<file path="src/rtl/akv_pkg.sv">
`timescale 1ns / 1ps
package akv_pkg;

   localparam int TEXT_W         = 7;
   localparam int KEY_BYTE_W     = 8;
   localparam int MAX_KEY_LENGTH = 16;
   localparam int PTR_W          = 4;
   localparam int POS_W          = 5;
   localparam int KEY_LEN_W      = 5;
   localparam int CSR_DATA_W     = 64;
   localparam int CSR_ADDR_W     = 5;
   localparam int SUM_W          = 10;

   localparam logic [TEXT_W-1:0]     NEWLINE_CHAR   = 7'd10;
   localparam logic [SUM_W-1:0]      ALPHA_SIZE     = 10'd96;
   localparam logic [SUM_W-1:0]      ALPHA_BASE     = 10'd32;
   // encrypt adds (p-32)+(s-32)+96*2, decrypt adds 96*3 to keep it positive
   localparam logic [SUM_W-1:0]      ENC_BIAS       = 10'd128;
   localparam logic [SUM_W-1:0]      DEC_BIAS       = 10'd288;

   localparam logic [KEY_LEN_W-1:0]  KEY_LEN_RESET  = 5'd9;
   localparam logic [CSR_DATA_W-1:0] KEY_LOW_RESET  = 64'd8532478995116287332;
   localparam logic [CSR_DATA_W-1:0] KEY_HIGH_RESET = 64'd101;

   typedef enum logic {
      MODE_ENCRYPT = 1'b0,
      MODE_DECRYPT = 1'b1
   } mode_type;

   typedef enum logic [1:0] {
      REG_MODE       = 2'd0,
      REG_KEY_LENGTH = 2'd1,
      REG_KEY_LOW    = 2'd2,
      REG_KEY_HIGH   = 2'd3
   } reg_index_type;

   typedef struct packed {
      mode_type                mode;
      logic [KEY_LEN_W-1:0]    key_length;
      logic [CSR_DATA_W-1:0]   key_low_chars;
      logic [CSR_DATA_W-1:0]   key_high_chars;
   } cfg_type;

   // one character handed from the front to the back
   typedef struct packed {
      logic [TEXT_W-1:0]     text_char;
      mode_type              mode;
      logic                  use_key;
      logic [KEY_BYTE_W-1:0] key_byte;
      logic [PTR_W-1:0]      rd_idx;
      logic [PTR_W-1:0]      wr_idx;
   } work_type;

   // reduce a sum below 512 modulo 96 and move it into 32..127
   function automatic logic [TEXT_W-1:0] wrap_printable(input logic [SUM_W-1:0] sum);
      logic [SUM_W-1:0] r;
      r = sum;
      if (r >= SUM_W'(4 * ALPHA_SIZE)) begin
         r = r - SUM_W'(4 * ALPHA_SIZE);
      end
      if (r >= SUM_W'(2 * ALPHA_SIZE)) begin
         r = r - SUM_W'(2 * ALPHA_SIZE);
      end
      if (r >= ALPHA_SIZE) begin
         r = r - ALPHA_SIZE;
      end
      r = r + ALPHA_BASE;
      return r[TEXT_W-1:0];
   endfunction

endpackage

</file>
<file path="src/rtl/akv_req_if.sv">
`timescale 1ns / 1ps
interface akv_req_if;
   import akv_pkg::*;

   logic              valid;
   logic              ready;
   logic [TEXT_W-1:0] text_char;
   logic              first_of_message;

   modport source (output valid, output text_char, output first_of_message, input ready);
   modport sink   (input valid, input text_char, input first_of_message, output ready);
endinterface

</file>
<file path="src/rtl/akv_rsp_if.sv">
`timescale 1ns / 1ps
interface akv_rsp_if;
   import akv_pkg::*;

   logic              valid;
   logic              ready;
   logic [TEXT_W-1:0] out_char;

   modport source (output valid, output out_char, input ready);
   modport sink   (input valid, input out_char, output ready);
endinterface

</file>
<file path="src/rtl/akv_csr.sv">
`timescale 1ns / 1ps
module akv_csr (
   input  logic                           clock,
   input  logic                           reset,
   input  logic                           csr_psel,
   input  logic                           csr_penable,
   input  logic                           csr_pwrite,
   input  logic [akv_pkg::CSR_ADDR_W-1:0] csr_paddr,
   input  logic [akv_pkg::CSR_DATA_W-1:0] csr_pwdata,
   output logic [akv_pkg::CSR_DATA_W-1:0] csr_prdata,
   output logic                           csr_pready,
   output akv_pkg::cfg_type               cfg
);
   import akv_pkg::*;

   cfg_type       cfg_ff;
   cfg_type       cfg_in;
   reg_index_type index;
   logic          wr_en;

   assign index      = reg_index_type'(csr_paddr[CSR_ADDR_W-1:3]);
   assign wr_en      = csr_psel & csr_penable & csr_pwrite;
   assign csr_pready = 1'b1;
   assign cfg        = cfg_ff;

   always_comb begin
      cfg_in = cfg_ff;
      if (wr_en) begin
         case (index)
            REG_MODE:       cfg_in.mode           = mode_type'(csr_pwdata[0]);
            REG_KEY_LENGTH: cfg_in.key_length     = csr_pwdata[KEY_LEN_W-1:0];
            REG_KEY_LOW:    cfg_in.key_low_chars  = csr_pwdata;
            REG_KEY_HIGH:   cfg_in.key_high_chars = csr_pwdata;
            default:        cfg_in = cfg_ff;
         endcase
      end
   end

   always_comb begin
      case (index)
         REG_MODE:       csr_prdata = {{(CSR_DATA_W-1){1'b0}}, cfg_ff.mode};
         REG_KEY_LENGTH: csr_prdata = {{(CSR_DATA_W-KEY_LEN_W){1'b0}}, cfg_ff.key_length};
         REG_KEY_LOW:    csr_prdata = cfg_ff.key_low_chars;
         REG_KEY_HIGH:   csr_prdata = cfg_ff.key_high_chars;
         default:        csr_prdata = '0;
      endcase
   end

   always_ff @(posedge clock) begin
      if (reset) begin
         cfg_ff.mode           <= MODE_ENCRYPT;
         cfg_ff.key_length     <= KEY_LEN_RESET;
         cfg_ff.key_low_chars  <= KEY_LOW_RESET;
         cfg_ff.key_high_chars <= KEY_HIGH_RESET;
      end else begin
         cfg_ff <= cfg_in;
      end
   end
endmodule

</file>
<file path="src/rtl/akv_front.sv">
`timescale 1ns / 1ps
module akv_front (
   input  logic              clock,
   input  logic              reset,
   akv_req_if.sink           req_link,
   input  akv_pkg::cfg_type  cfg,
   input  logic              q_full,
   output logic              q_push,
   output akv_pkg::work_type q_data
);
   import akv_pkg::*;

   logic [POS_W-1:0]      position_ff, position_in;
   logic [PTR_W-1:0]      wr_ptr_ff, wr_ptr_in;
   logic                  stopped_ff, stopped_in;
   logic [POS_W-1:0]      klen;
   logic [POS_W-1:0]      pos_now;
   logic                  stopped_now;
   logic                  accept;
   logic                  is_stop;
   logic [2*CSR_DATA_W-1:0] key_all;

   // clamp key length into 1..MAX_KEY_LENGTH
   always_comb begin
      if (cfg.key_length == '0) begin
         klen = POS_W'(1);
      end else if (cfg.key_length > POS_W'(MAX_KEY_LENGTH)) begin
         klen = POS_W'(MAX_KEY_LENGTH);
      end else begin
         klen = cfg.key_length;
      end
   end

   assign req_link.ready = !q_full;
   assign accept         = req_link.valid & req_link.ready;
   assign key_all        = {cfg.key_high_chars, cfg.key_low_chars};

   assign pos_now     = req_link.first_of_message ? '0 : position_ff;
   assign stopped_now = req_link.first_of_message ? 1'b0 : stopped_ff;
   assign is_stop     = (cfg.mode == MODE_ENCRYPT) && (req_link.text_char == NEWLINE_CHAR);

   always_comb begin
      q_data.text_char = req_link.text_char;
      q_data.mode      = cfg.mode;
      q_data.use_key   = pos_now < klen;
      q_data.key_byte  = key_all[pos_now[PTR_W-1:0]*KEY_BYTE_W +: KEY_BYTE_W];
      q_data.rd_idx    = wr_ptr_ff - klen[PTR_W-1:0];
      q_data.wr_idx    = wr_ptr_ff;
   end

   always_comb begin
      q_push      = 1'b0;
      position_in = position_ff;
      wr_ptr_in   = wr_ptr_ff;
      stopped_in  = stopped_ff;
      if (accept) begin
         position_in = pos_now;
         stopped_in  = stopped_now;
         if (!stopped_now) begin
            if (is_stop) begin
               stopped_in = 1'b1;
            end else begin
               q_push    = 1'b1;
               wr_ptr_in = wr_ptr_ff + PTR_W'(1);
               if (pos_now < POS_W'(MAX_KEY_LENGTH)) begin
                  position_in = pos_now + POS_W'(1);
               end
            end
         end
      end
   end

   always_ff @(posedge clock) begin
      if (reset) begin
         position_ff <= '0;
         wr_ptr_ff   <= '0;
         stopped_ff  <= 1'b0;
      end else begin
         position_ff <= position_in;
         wr_ptr_ff   <= wr_ptr_in;
         stopped_ff  <= stopped_in;
      end
   end
endmodule

</file>
<file path="src/rtl/akv_queue.sv">
`timescale 1ns / 1ps
module akv_queue (
   input  logic              clock,
   input  logic              reset,
   input  logic              push,
   input  akv_pkg::work_type push_data,
   output logic              full,
   input  logic              pop,
   output akv_pkg::work_type pop_data,
   output logic              empty
);
   import akv_pkg::*;

   work_type   slot_ff [2];
   logic       rd_ptr_ff, rd_ptr_in;
   logic       wr_ptr_ff, wr_ptr_in;
   logic [1:0] count_ff, count_in;

   assign full     = count_ff == 2'd2;
   assign empty    = count_ff == 2'd0;
   assign pop_data = slot_ff[rd_ptr_ff];

   always_comb begin
      rd_ptr_in = rd_ptr_ff ^ pop;
      wr_ptr_in = wr_ptr_ff ^ push;
      count_in  = count_ff + {1'b0, push} - {1'b0, pop};
   end

   always_ff @(posedge clock) begin
      if (push) begin
         slot_ff[wr_ptr_ff] <= push_data;
      end
      if (reset) begin
         rd_ptr_ff <= 1'b0;
         wr_ptr_ff <= 1'b0;
         count_ff  <= '0;
      end else begin
         rd_ptr_ff <= rd_ptr_in;
         wr_ptr_ff <= wr_ptr_in;
         count_ff  <= count_in;
      end
   end
endmodule

</file>
<file path="src/rtl/akv_back.sv">
`timescale 1ns / 1ps
module akv_back (
   input  logic              clock,
   input  logic              reset,
   input  logic              q_empty,
   input  akv_pkg::work_type q_data,
   output logic              q_pop,
   akv_rsp_if.source         rsp_link
);
   import akv_pkg::*;

   logic [TEXT_W-1:0]     ring_ff [MAX_KEY_LENGTH];
   logic                  rsp_valid_ff, rsp_valid_in;
   logic [TEXT_W-1:0]     rsp_char_ff;
   logic [KEY_BYTE_W-1:0] shift;
   logic [SUM_W-1:0]      sum;
   logic [TEXT_W-1:0]     result;
   logic [TEXT_W-1:0]     plain;

   assign q_pop = !q_empty && (!rsp_valid_ff || rsp_link.ready);

   always_comb begin
      shift = q_data.use_key ? q_data.key_byte
                             : {1'b0, ring_ff[q_data.rd_idx]};
      if (q_data.mode == MODE_DECRYPT) begin
         sum = SUM_W'(q_data.text_char) + DEC_BIAS - SUM_W'(shift);
      end else begin
         sum = SUM_W'(q_data.text_char) + SUM_W'(shift) + ENC_BIAS;
      end
      result = wrap_printable(sum);
      // the ring keeps plaintext: the input when enciphering, the result when deciphering
      plain  = (q_data.mode == MODE_DECRYPT) ? result : q_data.text_char;
   end

   always_comb begin
      rsp_valid_in = rsp_valid_ff;
      if (q_pop) begin
         rsp_valid_in = 1'b1;
      end else if (rsp_link.ready) begin
         rsp_valid_in = 1'b0;
      end
   end

   always_ff @(posedge clock) begin
      if (q_pop) begin
         ring_ff[q_data.wr_idx] <= plain;
         rsp_char_ff            <= result;
      end
      if (reset) begin
         rsp_valid_ff <= 1'b0;
      end else begin
         rsp_valid_ff <= rsp_valid_in;
      end
   end

   assign rsp_link.valid    = rsp_valid_ff;
   assign rsp_link.out_char = rsp_char_ff;
endmodule

</file>
<file path="src/rtl/autokey_vigenere_cipher.sv">
`timescale 1ns / 1ps
// Autokey Vigenere cipher over printable ASCII (32..127).
// req_link carries one character per beat plus a flag marking the first
// character of a message; rsp_link returns zero or one character per beat.
// The csr_ APB port holds mode, key length and two 64-bit key words at
// byte addresses 0, 8, 16 and 24; pready is tied high.
// A character that gives a result is written into the queue, then popped into
// the output register, and shows on rsp_link from there. Throughput is one
// character per cycle while rsp_link is ready, set by the combinational ring
// read plus modulo-96 add or subtract in the back stage, which lets a character
// key off the one right before it.
// A newline in encrypt mode, and every character after it up to the next
// message start, is taken and gives no beat.
// When rsp_link stalls, the output register holds its beat, the two-entry
// queue fills, and req_link.ready drops once the queue is full.
// Reset (synchronous) loads the default key and mode, clears message
// position and queue; the history ring is not cleared.
module autokey_vigenere_cipher (
   input  logic                           clock,
   input  logic                           reset,
   akv_req_if.sink                        req_link,
   akv_rsp_if.source                      rsp_link,
   input  logic                           csr_psel,
   input  logic                           csr_penable,
   input  logic                           csr_pwrite,
   input  logic [akv_pkg::CSR_ADDR_W-1:0] csr_paddr,
   input  logic [akv_pkg::CSR_DATA_W-1:0] csr_pwdata,
   output logic [akv_pkg::CSR_DATA_W-1:0] csr_prdata,
   output logic                           csr_pready
);
   import akv_pkg::*;

   cfg_type  cfg;
   work_type push_data;
   work_type pop_data;
   logic     q_push;
   logic     q_pop;
   logic     q_full;
   logic     q_empty;

   akv_csr u_csr (
      .clock       (clock),
      .reset       (reset),
      .csr_psel    (csr_psel),
      .csr_penable (csr_penable),
      .csr_pwrite  (csr_pwrite),
      .csr_paddr   (csr_paddr),
      .csr_pwdata  (csr_pwdata),
      .csr_prdata  (csr_prdata),
      .csr_pready  (csr_pready),
      .cfg         (cfg)
   );

   akv_front u_front (
      .clock    (clock),
      .reset    (reset),
      .req_link (req_link),
      .cfg      (cfg),
      .q_full   (q_full),
      .q_push   (q_push),
      .q_data   (push_data)
   );

   akv_queue u_queue (
      .clock     (clock),
      .reset     (reset),
      .push      (q_push),
      .push_data (push_data),
      .full      (q_full),
      .pop       (q_pop),
      .pop_data  (pop_data),
      .empty     (q_empty)
   );

   akv_back u_back (
      .clock    (clock),
      .reset    (reset),
      .q_empty  (q_empty),
      .q_data   (pop_data),
      .q_pop    (q_pop),
      .rsp_link (rsp_link)
   );
endmodule

</file>
<file path="src/flat_wrapper.sv">
// flat-port wrapper written by rule: the top's interface ports become plain ports
module autokey_vigenere_cipher_flat import akv_pkg::*;
  (clock, reset, csr_psel, csr_penable, csr_pwrite, csr_paddr, csr_pwdata, csr_prdata, csr_pready, req_link_valid, req_link_text_char, req_link_first_of_message, req_link_ready, rsp_link_valid, rsp_link_out_char, rsp_link_ready);
  akv_req_if req_link_i ();
  akv_rsp_if rsp_link_i ();
  input  logic clock;
  input  logic reset;
  input  logic csr_psel;
  input  logic csr_penable;
  input  logic csr_pwrite;
  input  logic [akv_pkg::CSR_ADDR_W-1:0] csr_paddr;
  input  logic [akv_pkg::CSR_DATA_W-1:0] csr_pwdata;
  output logic [akv_pkg::CSR_DATA_W-1:0] csr_prdata;
  output logic csr_pready;
  input wire logic [$bits(req_link_i.valid)-1:0] req_link_valid;
  input wire logic [$bits(req_link_i.text_char)-1:0] req_link_text_char;
  input wire logic [$bits(req_link_i.first_of_message)-1:0] req_link_first_of_message;
  output wire logic [$bits(req_link_i.ready)-1:0] req_link_ready;
  output wire logic [$bits(rsp_link_i.valid)-1:0] rsp_link_valid;
  output wire logic [$bits(rsp_link_i.out_char)-1:0] rsp_link_out_char;
  input wire logic [$bits(rsp_link_i.ready)-1:0] rsp_link_ready;
  assign req_link_i.valid = req_link_valid;
  assign req_link_i.text_char = req_link_text_char;
  assign req_link_i.first_of_message = req_link_first_of_message;
  assign req_link_ready = req_link_i.ready;
  assign rsp_link_valid = rsp_link_i.valid;
  assign rsp_link_out_char = rsp_link_i.out_char;
  assign rsp_link_i.ready = rsp_link_ready;
  autokey_vigenere_cipher u_core (.clock(clock), .reset(reset), .req_link(req_link_i), .rsp_link(rsp_link_i), .csr_psel(csr_psel), .csr_penable(csr_penable), .csr_pwrite(csr_pwrite), .csr_paddr(csr_paddr), .csr_pwdata(csr_pwdata), .csr_prdata(csr_prdata), .csr_pready(csr_pready));
endmodule
</file>
<file path="config.mk">
export PLATFORM = sky130hd
export DESIGN_NAME = autokey_vigenere_cipher_flat
export DESIGN_NICKNAME = d
export VERILOG_FILES = /design/src/rtl/akv_pkg.sv /design/src/rtl/akv_req_if.sv /design/src/rtl/akv_rsp_if.sv /design/src/rtl/akv_csr.sv /design/src/rtl/akv_front.sv /design/src/rtl/akv_queue.sv /design/src/rtl/akv_back.sv /design/src/rtl/autokey_vigenere_cipher.sv /design/src/flat_wrapper.sv
export SDC_FILE = /design/constraint.sdc
export NUM_CORES = 1
export LEC_CHECK = 0
export ABC_CLOCK_PERIOD_IN_PS = 8080
export BUFFER_PORTS_ARGS = -buffer_cell sky130_fd_sc_hd__buf_2
export CORE_MARGIN = 2
export CORE_UTILIZATION = 60
export CTS_CLUSTER_DIAMETER = 200
export CTS_CLUSTER_SIZE = 20
export DETAILED_ROUTE_END_ITERATION = 8
export MAX_ROUTING_LAYER = met4
export PLACE_DENSITY = 0.81
export REMOVE_ABC_BUFFERS = 1
export SLEW_MARGIN = 10
export SYNTH_ARGS = -nofsm -noshare
export SYNTH_HDL_FRONTEND = slang
export SYNTH_SLANG_ARGS = --single-unit
</file>
<file path="constraint.sdc">
create_clock -name clock -period 8.08 [get_ports clock]
set_clock_uncertainty 0.2 [all_clocks]
set_input_delay 1.212 -clock clock [delete_from_list [all_inputs] [get_ports clock]]
set_output_delay 1.212 -clock clock [all_outputs]
set_load 0.02 [all_outputs]
</file>
==> results of run 1 <==
[flip-flops by register name (all words and copies together) (netlist names)]
register                         flops
u_core.u_csr.cfg                   134
u_core.u_back.ring_ff              112
u_core.u_queue.slot_ff              50
u_core.u_back.rsp_link.out_char      7
u_core.u_front.position_ff           5
u_core.u_front.wr_ptr_ff             4
u_core.u_queue.count_ff              2
u_core.u_back.rsp_link.valid         1
u_core.u_front.stopped_ff            1
u_core.u_queue.rd_ptr_ff             1
u_core.u_queue.wr_ptr_ff             1
[layout make-up]
type                    count  share of cell area
inverters                  42             0.00915
clock buffers              30              0.0306
flip-flops and latches    318               0.467
diodes                      2            0.000290
well taps                 335              0.0243
multi-input cells        1065               0.415
repair buffers            172              0.0537
[synth_stat cells, drive strengths merged (36+ instances only)]
cell type  instances
edfxtp           169
a21oi            164
dfxtp            149
mux2              36
nor2              65
nand2            303
inv               42
nand3b            38
nor2b             85
clkbuf            72
mux2i            106
ha                36
[layout by cell type (no fill, tap or decap), drive strengths merged, types with 35 or more instances in the layout]
| master | netlist | layout |
|---|---|---|
| dfxtp | 149 | 149 |
| inv | 42 | 42 |
| buf | 26 | 172 |
| mux2i | 106 | 106 |
| mux2 | 36 | 36 |
| ha | 36 | 36 |
| nand2 | 303 | 303 |
| a21oi | 164 | 164 |
| nor2 | 65 | 65 |
| nor2b | 85 | 85 |
| nand3b | 38 | 38 |
| o21ai | 35 | 35 |
| edfxtp | 169 | 169 |
[through the flow]
step | instances | setup TNS [ns] | utilization | hold slack [ns]
2_1_floorplan | 1425 | -8.77 | - | 0.226
3_3_place_gp | 1932 | 0 | 0.645 | 0.253
3_5_place_dp | 1932 | 0 | 0.645 | 0.259
4_1_cts | 1962 | 0 | 0.665 | 0.271
5_1_grt | 1964 | 0 | 0.665 | 0.289
6_report | 1964 | 0 | 0.665 | 0.273
[routing by layer]
layer / vias up / share of wire
li1: 5566 / -
met1: 5648 / 0.40
met2: 451 / 0.50
met3: 61 / 0.077
met4: 0 / 0.027
met5: - / 0
[worst reg2reg max path, delay by kind of cell, from the launching register on]
kind / cells / cell delay [ns]
simple gates: 6 / 0.98
mux: 4 / 1.54
buf+inv: 5 / 0.77
compound gates: 9 / 1.82
fa+ha+maj: 5 / 1.42
flops: 1 / 0.45
[cell families after synthesis]
logic type      after synthesis
fa+ha+maj                    39
compound gates              283
mux                         171
buf+inv                     140
simple gates                556
other cells                   1
flops                       318
xor+xnor                     15
[how the worst min path moves through the flow]
stage | from | end | slack (ns) | depth (start not counted)
floorplan | u_core.u_front.stopped_ff | u_core.u_front.stopped_ff | 0.23 | 2
global placement | u_core.u_csr.cfg[91] | u_core.u_csr.cfg[91] | 0.25 | 2
detailed placement | u_core.u_csr.cfg[3] | u_core.u_csr.cfg[3] | 0.26 | 2
CTS | u_core.u_csr.cfg[119] | u_core.u_csr.cfg[119] | 0.27 | 2
global route | u_core.u_csr.cfg[119] | u_core.u_csr.cfg[119] | 0.29 | 2
finish | u_core.u_csr.cfg[23] | u_core.u_csr.cfg[23] | 0.27 | 2
[where the power goes]
group	switching, mW	leakage [nW]	internal [mW]
Clock	0.503	0.253	0.449
Combinational	1.48	3.52	0.914
Sequential	0.0572	2.74	2.10
Total	2.04	6.52	3.47
==> run_results.csv, run 1 <==
group,metric,value,unit
floorplan,chipWidth,166,um
synth,syn-instance-count,1523,
floorplan,die_area,0.0276,sq mm
cts,clock_latency,0.52,ns
timing,tightest_slew,1.19,ns
worst_setup_path,worst_setup_path_start_kind,"register",
timing,rsz0062_at_grt,"no",
placed_design,port_buffers,153,
timing,hold_violations,0,
worst_setup_path,crit_required,8.20,ns
timing,finalSetupViolCount,0,
cts,cts_root_buf,"clkbuf_16",
timing,max_freq,136,MHz
route,drt-total-wl,37.6,mm
power_and_ir_drop,leakage,6.52,nW
cts,cts_buffer_depth,3,
worst_setup_path,critPathTopFamily,"compound AO/OA/AOI/OAI gates",
synth,synth-edff-count,169,
worst_setup_path,worstReg2RegStart,"u_core.u_queue.rd_ptr_ff",
global_route,track_usage,0.273,
cts,clkTransAtPathRegs,0.08,ns
global_route,met3_usage,0.0424,
global_route,grt.busiest_layer,"met2",
placed_design,gp_congestion,0.853,
global_route,grt_max_degree,95,
layout,syn2layout_area_growth,9.44,%
synth,ys_types,72,
synth,synthAdderAreaFrac,0.0324,
synth,synthArstFlopShare,0,
worst_hold_path,hold_path_class,"register to register",
route,avgViaCountPerCell,5.97,
placed_design,dpl.hpwl,25.0,mm
worst_setup_path,r2r_slack,0.70,ns
route,drt_pass1_iterations,5,
layout,nNetsFinal,1741,
route,wire_per_inst,19.2,um
route,drc_errors,0,
synth,ys_seq_area_frac,0.512,
job,cap_violations,0,
route,drt_iter0_drc,940,
global_route,grt_antenna_before_repair,2,
worst_setup_path,cp.arrival,7.50,ns
timing,period_minus_slack,7.38,ns
timing,setup_slack,0.704,ns
global_route,grt_pass1_vias,11300,
worst_setup_path,crit_path_max_fanout,20,
power_and_ir_drop,power,5.50,mW
cts,cts_resized,0,
synth,synthSimpleGateAreaFrac,0.166,
worst_setup_path,startpoint,"u_core.u_queue.rd_ptr_ff",
worst_setup_path,crit_slowest_cell,"mux2i_4",
floorplan,initial_core_util,0.608,
layout,final_cell_area,0.0172,sq mm
synth,muxShareOfSynthArea,0.137,
synth,synth_area_leaders,"edfxtp_1 (32%), dfxtp_1 (19%), nand2_1 (7.2%)",
worst_setup_path,crit_end,"u_core.u_back.ring_ff[10][6]",
synth,synth_top_family_by_area,"simple AND/OR/NAND/NOR gates",
floorplan,top_level_ports,158,
global_route,use_met1,0.348,
cts,cts_hold_buf,0,
synth,synth-seq-cells,318,
worst_setup_path,r2r_end,"u_core.u_back.ring_ff[10][6]",
floorplan,core-area,0.0259,sq mm
layout,multi_input_area,0.00715,sq mm
synth,ys_warn_count,0,
global_route,grt_use_met2,0.458,
cts,cts.sinks,318,
layout,ff_latch_area,0.00806,sq mm
placed_design,place_ws,0.775,ns
global_route,grt_pass1_wl,59.4,mm
worst_setup_path,crit_type,"register to register",
cts,cts_setup_buffers,0,
floorplan,fp-row-count,59,
timing,fin_crit_sh,0.913,
worst_setup_path,end_kind,"register",
cts,cts_tree,"yes",
power_and_ir_drop,p_per_area,319,mW/mm^2
synth,synth_area,0.0158,sq mm
synth,syn_area_per_cell,10.3,sq um
synth,yosysTopAreaCellShare,0.322,
route,postRouteAntennaNets,0,
synth,yosysTopAreaCell,"edfxtp_1",
worst_setup_path,critPathBufInv,5,
cts,h-tree-depth,1,
worst_setup_path,max_stage_delay,0.59,ns
cts,cts_inserted_buffers,19,
worst_setup_path,path_common_cell,"ha_1",
placed_design,placed_area,0.0167,sq mm
floorplan,die_height,166,um
route,vias,11700,
synth,synth_xor_area_frac,0.00834,
run_status,status,"finished, final reports clean",
worst_setup_path,r2r.worst_path.cells,29,
layout,drive_above_1_share,0.171,
timing,final_max_slew_viol_count,0,
timing,slew_headroom,0.206,
synth,synth-compound-area-share,0.109,
synth,synthFlopType,"edfxtp_1",
power_and_ir_drop,ir_drop,0.000470,V
global_route,grt.overflow.total,0,
layout,fillers,1987,
worst_setup_path,path_depth,29,
No activity file was read; power rests on OpenSTA's default activity.
==> inputs of run 2 (changes only) <==
--- a/config.mk
+++ b/config.mk
@@ -5,15 +5,16 @@
 export SDC_FILE = /design/constraint.sdc
 export NUM_CORES = 1
 export LEC_CHECK = 0
+export ABC_AREA = 1
 export ABC_CLOCK_PERIOD_IN_PS = 8080
 export BUFFER_PORTS_ARGS = -buffer_cell sky130_fd_sc_hd__buf_2
 export CORE_MARGIN = 2
-export CORE_UTILIZATION = 60
+export CORE_UTILIZATION = 59
 export CTS_CLUSTER_DIAMETER = 200
 export CTS_CLUSTER_SIZE = 20
 export DETAILED_ROUTE_END_ITERATION = 8
 export MAX_ROUTING_LAYER = met4
-export PLACE_DENSITY = 0.81
+export PLACE_DENSITY = 0.8
 export REMOVE_ABC_BUFFERS = 1
 export SLEW_MARGIN = 10
 export SYNTH_ARGS = -nofsm -noshare
==> run_results.csv, run 2 <==
group,metric,value,unit
synth,ys_types,53,
timing,period_minus_slack,6.97,ns
worst_hold_path,hp-start,"u_core.u_csr.cfg[61]",
cts,cts_setup_buffers,0,
layout,fillers,2151,
cts,cts_tree,"yes",
synth,synth_most_common_cell,"nand2_1",
floorplan,top_level_ports,158,
worst_setup_path,path_depth,39,
global_route,track_usage,0.297,
global_route,grt.overflow.total,0,
layout,final_cell_mix,"nand2_1 (248), o21ai_0 (234), nor2_1 (215), edfxtp_1 (169), buf_2 (153)",
synth,syn_area_per_cell,8.81,sq um
route,wire_per_inst,18.0,um
cts,cts_root_buf,"clkbuf_16",
timing,rsz0062_at_grt,"no",
timing,slew_headroom,0.184,
floorplan,chipWidth,165,um
worst_setup_path,r2r_slack,1.11,ns
layout,multi_input_area,0.00627,sq mm
synth,synthFlopType,"edfxtp_1",
route,postRouteAntennaNets,0,
worst_setup_path,end_kind,"register",
synth,synth_area,0.0154,sq mm
route,drt_iter0_drc,1338,
layout,final_cell_area,0.0169,sq mm
worst_setup_path,crit_type,"register to register",
placed_design,dpl.hpwl,25.4,mm
timing,tightest_slew,1.22,ns
timing,final_max_slew_viol_count,0,
cts,cts_inserted_buffers,19,
floorplan,core-area,0.0258,sq mm
synth,synth_common_cells,"nand2_1 (248), o21ai_0 (234), nor2_1 (220)",
synth,synthArstFlopShare,0,
worst_setup_path,crit_slowest_cell,"dfxtp_1",
layout,drive_above_1_share,0.154,
worst_setup_path,cp.arrival,6.90,ns
worst_setup_path,path_common_cell,"nand2_1",
layout,syn2layout_area_growth,9.75,%
synth,synth_area_leaders,"edfxtp_1 (33%), dfxtp_1 (19%), o21ai_0 (7.6%)",
worst_setup_path,worst_setup_path_start_kind,"register",
worst_setup_path,r2r.worst_path.cells,39,
placed_design,placed_area,0.0163,sq mm
synth,syn-instance-count,1743,
global_route,grt_max_degree,138,
synth,synth-seq-cells,318,
floorplan,die_height,165,um
synth,ys_warn_count,0,
cts,clkTransAtPathRegs,0.08,ns
power_and_ir_drop,ir_drop,0.000578,V
worst_setup_path,startpoint,"u_core.u_queue.rd_ptr_ff",
timing,fin_crit_sh,0.862,
cts,h-tree-depth,1,
placed_design,gp_congestion,0.874,
layout,largest_register_ffs,134,
worst_hold_path,hold_path_class,"register to register",
worst_hold_path,whs_path_depth,2,
floorplan,die_area,0.0273,sq mm
synth,synth-edff-count,169,
worst_setup_path,critPathTopFamily,"simple AND/OR/NAND/NOR gates",
worst_setup_path,crit_path_max_fanout,56,
route,avgViaCountPerCell,5.94,
layout,ff_latch_area,0.00806,sq mm
floorplan,initial_core_util,0.594,
cts,cts.sinks,318,
run_status,status,"finished, final reports clean",
worst_setup_path,worstReg2RegStart,"u_core.u_queue.rd_ptr_ff",
power_and_ir_drop,p_per_area,396,mW/mm^2
global_route,grt_pass1_vias,12400,
route,drt-total-wl,39.5,mm
cts,cts_resized,0,
placed_design,port_buffers,153,
layout,layout_commonest_cell,"nand2_1",
cts,cts_buffer_depth,3,
cts,clock_latency,0.53,ns
global_route,grt_pass1_wl,62.6,mm
timing,timing.setup.tns,0,ns
job,cap_violations,0,
synth,ys_seq_area_frac,0.525,
cts,cts_hold_buf,0,
power_and_ir_drop,leakage,6.99,nW
route,drc_errors,0,
timing,max_freq,143,MHz
floorplan,fp-row-count,59,
worst_setup_path,crit_required,8.01,ns
global_route,grt_antenna_before_repair,3,
synth,yosysTopAreaCell,"edfxtp_1",
route,drt_pass1_iterations,6,
timing,finalSetupViolCount,0,
worst_setup_path,max_stage_delay,0.69,ns
worst_setup_path,critPathBufInv,10,
layout,nNetsFinal,1963,
worst_setup_path,r2r_end,"u_core.u_back.ring_ff[0][5]",
synth,yosysTopAreaCellShare,0.331,
worst_hold_path,hold_end,"u_core.u_csr.cfg[61]",
route,vias,13000,
timing,hold_violations,0,
[run 2: changes by cell type after synthesis, sizes merged, moves of 26 or more]
cell,before,now
a21oi,164,121
a22o,4,35
inv,42,152
mux2,36,0
mux2i,106,0
mux4,29,0
nand3,10,82
nand3b,38,1
nor2,65,225
nor2b,85,0
o21ai,35,244
o221ai,1,27
[run 2: tightest hold or removal path, cell delays in order (launching register included)]
cell and delay [ns]:
dfxtp_1 0.31, inv_1 0.06, a21oi_1 0.06
[run 2: power breakdown]
group          internal (mW)  switching (mW)
Sequential              2.23          0.0683
Clock                  0.451           0.519
Combinational           1.05            2.34
Total                   3.74            2.93
[run 2: final cells by class]
cell class,count,share of cell area
clock inverters,1,0.000520
clock buffers,30,0.0313
multi-input cells,1164,0.372
well taps,335,0.0249
repair buffers,180,0.0575
inverters,157,0.0351
diodes,3,0.000445
flip-flops and latches,318,0.478
[run 2: kinds of logic after synthesis]
logic type,synth area share
and+or+nand+nor,0.177
AOI/OAI and AO/OA,0.193
DFF,0.525
xor gates and xnor gates,0.00285
buffers and inverters,0.0685
other,0.000244
adders and majority gates,0.0332
[run 2: metal layers]
layer  vias up  part of all wire  GRT usage
met5         -                 0          -
met4         0             0.033      0.109
met3        87             0.087     0.0539
met2       612              0.49      0.497
met1      6085              0.40      0.364
li1       6204                 -          -
[run 2: worst max path at each step]
stage          slack (ns)                     endpoint
2_1_floorplan        0.45        u_core.u_csr.cfg[103]
3_3_place_gp         1.47  u_core.u_back.ring_ff[0][5]
3_5_place_dp         1.26  u_core.u_back.ring_ff[0][5]
4_1_cts              1.20  u_core.u_back.ring_ff[3][5]
5_1_grt              0.67  u_core.u_back.ring_ff[3][5]
6_report             1.11  u_core.u_back.ring_ff[0][5]
[run 2: stage by stage]
stage / util / hold WS [ns] / power, mW / setup WS, ns / std cells
floorplan: - / 0.226 / 4.80 / 0.453 / 1639
CTS: 0.652 / 0.273 / 6.66 / 1.20 / 2185
global placement: 0.631 / 0.252 / 5.53 / 1.47 / 2154
detailed placement: 0.631 / 0.261 / 5.68 / 1.26 / 2154
finish: 0.652 / 0.275 / 6.67 / 1.11 / 2188
global route: 0.652 / 0.288 / 7.15 / 0.672 / 2188
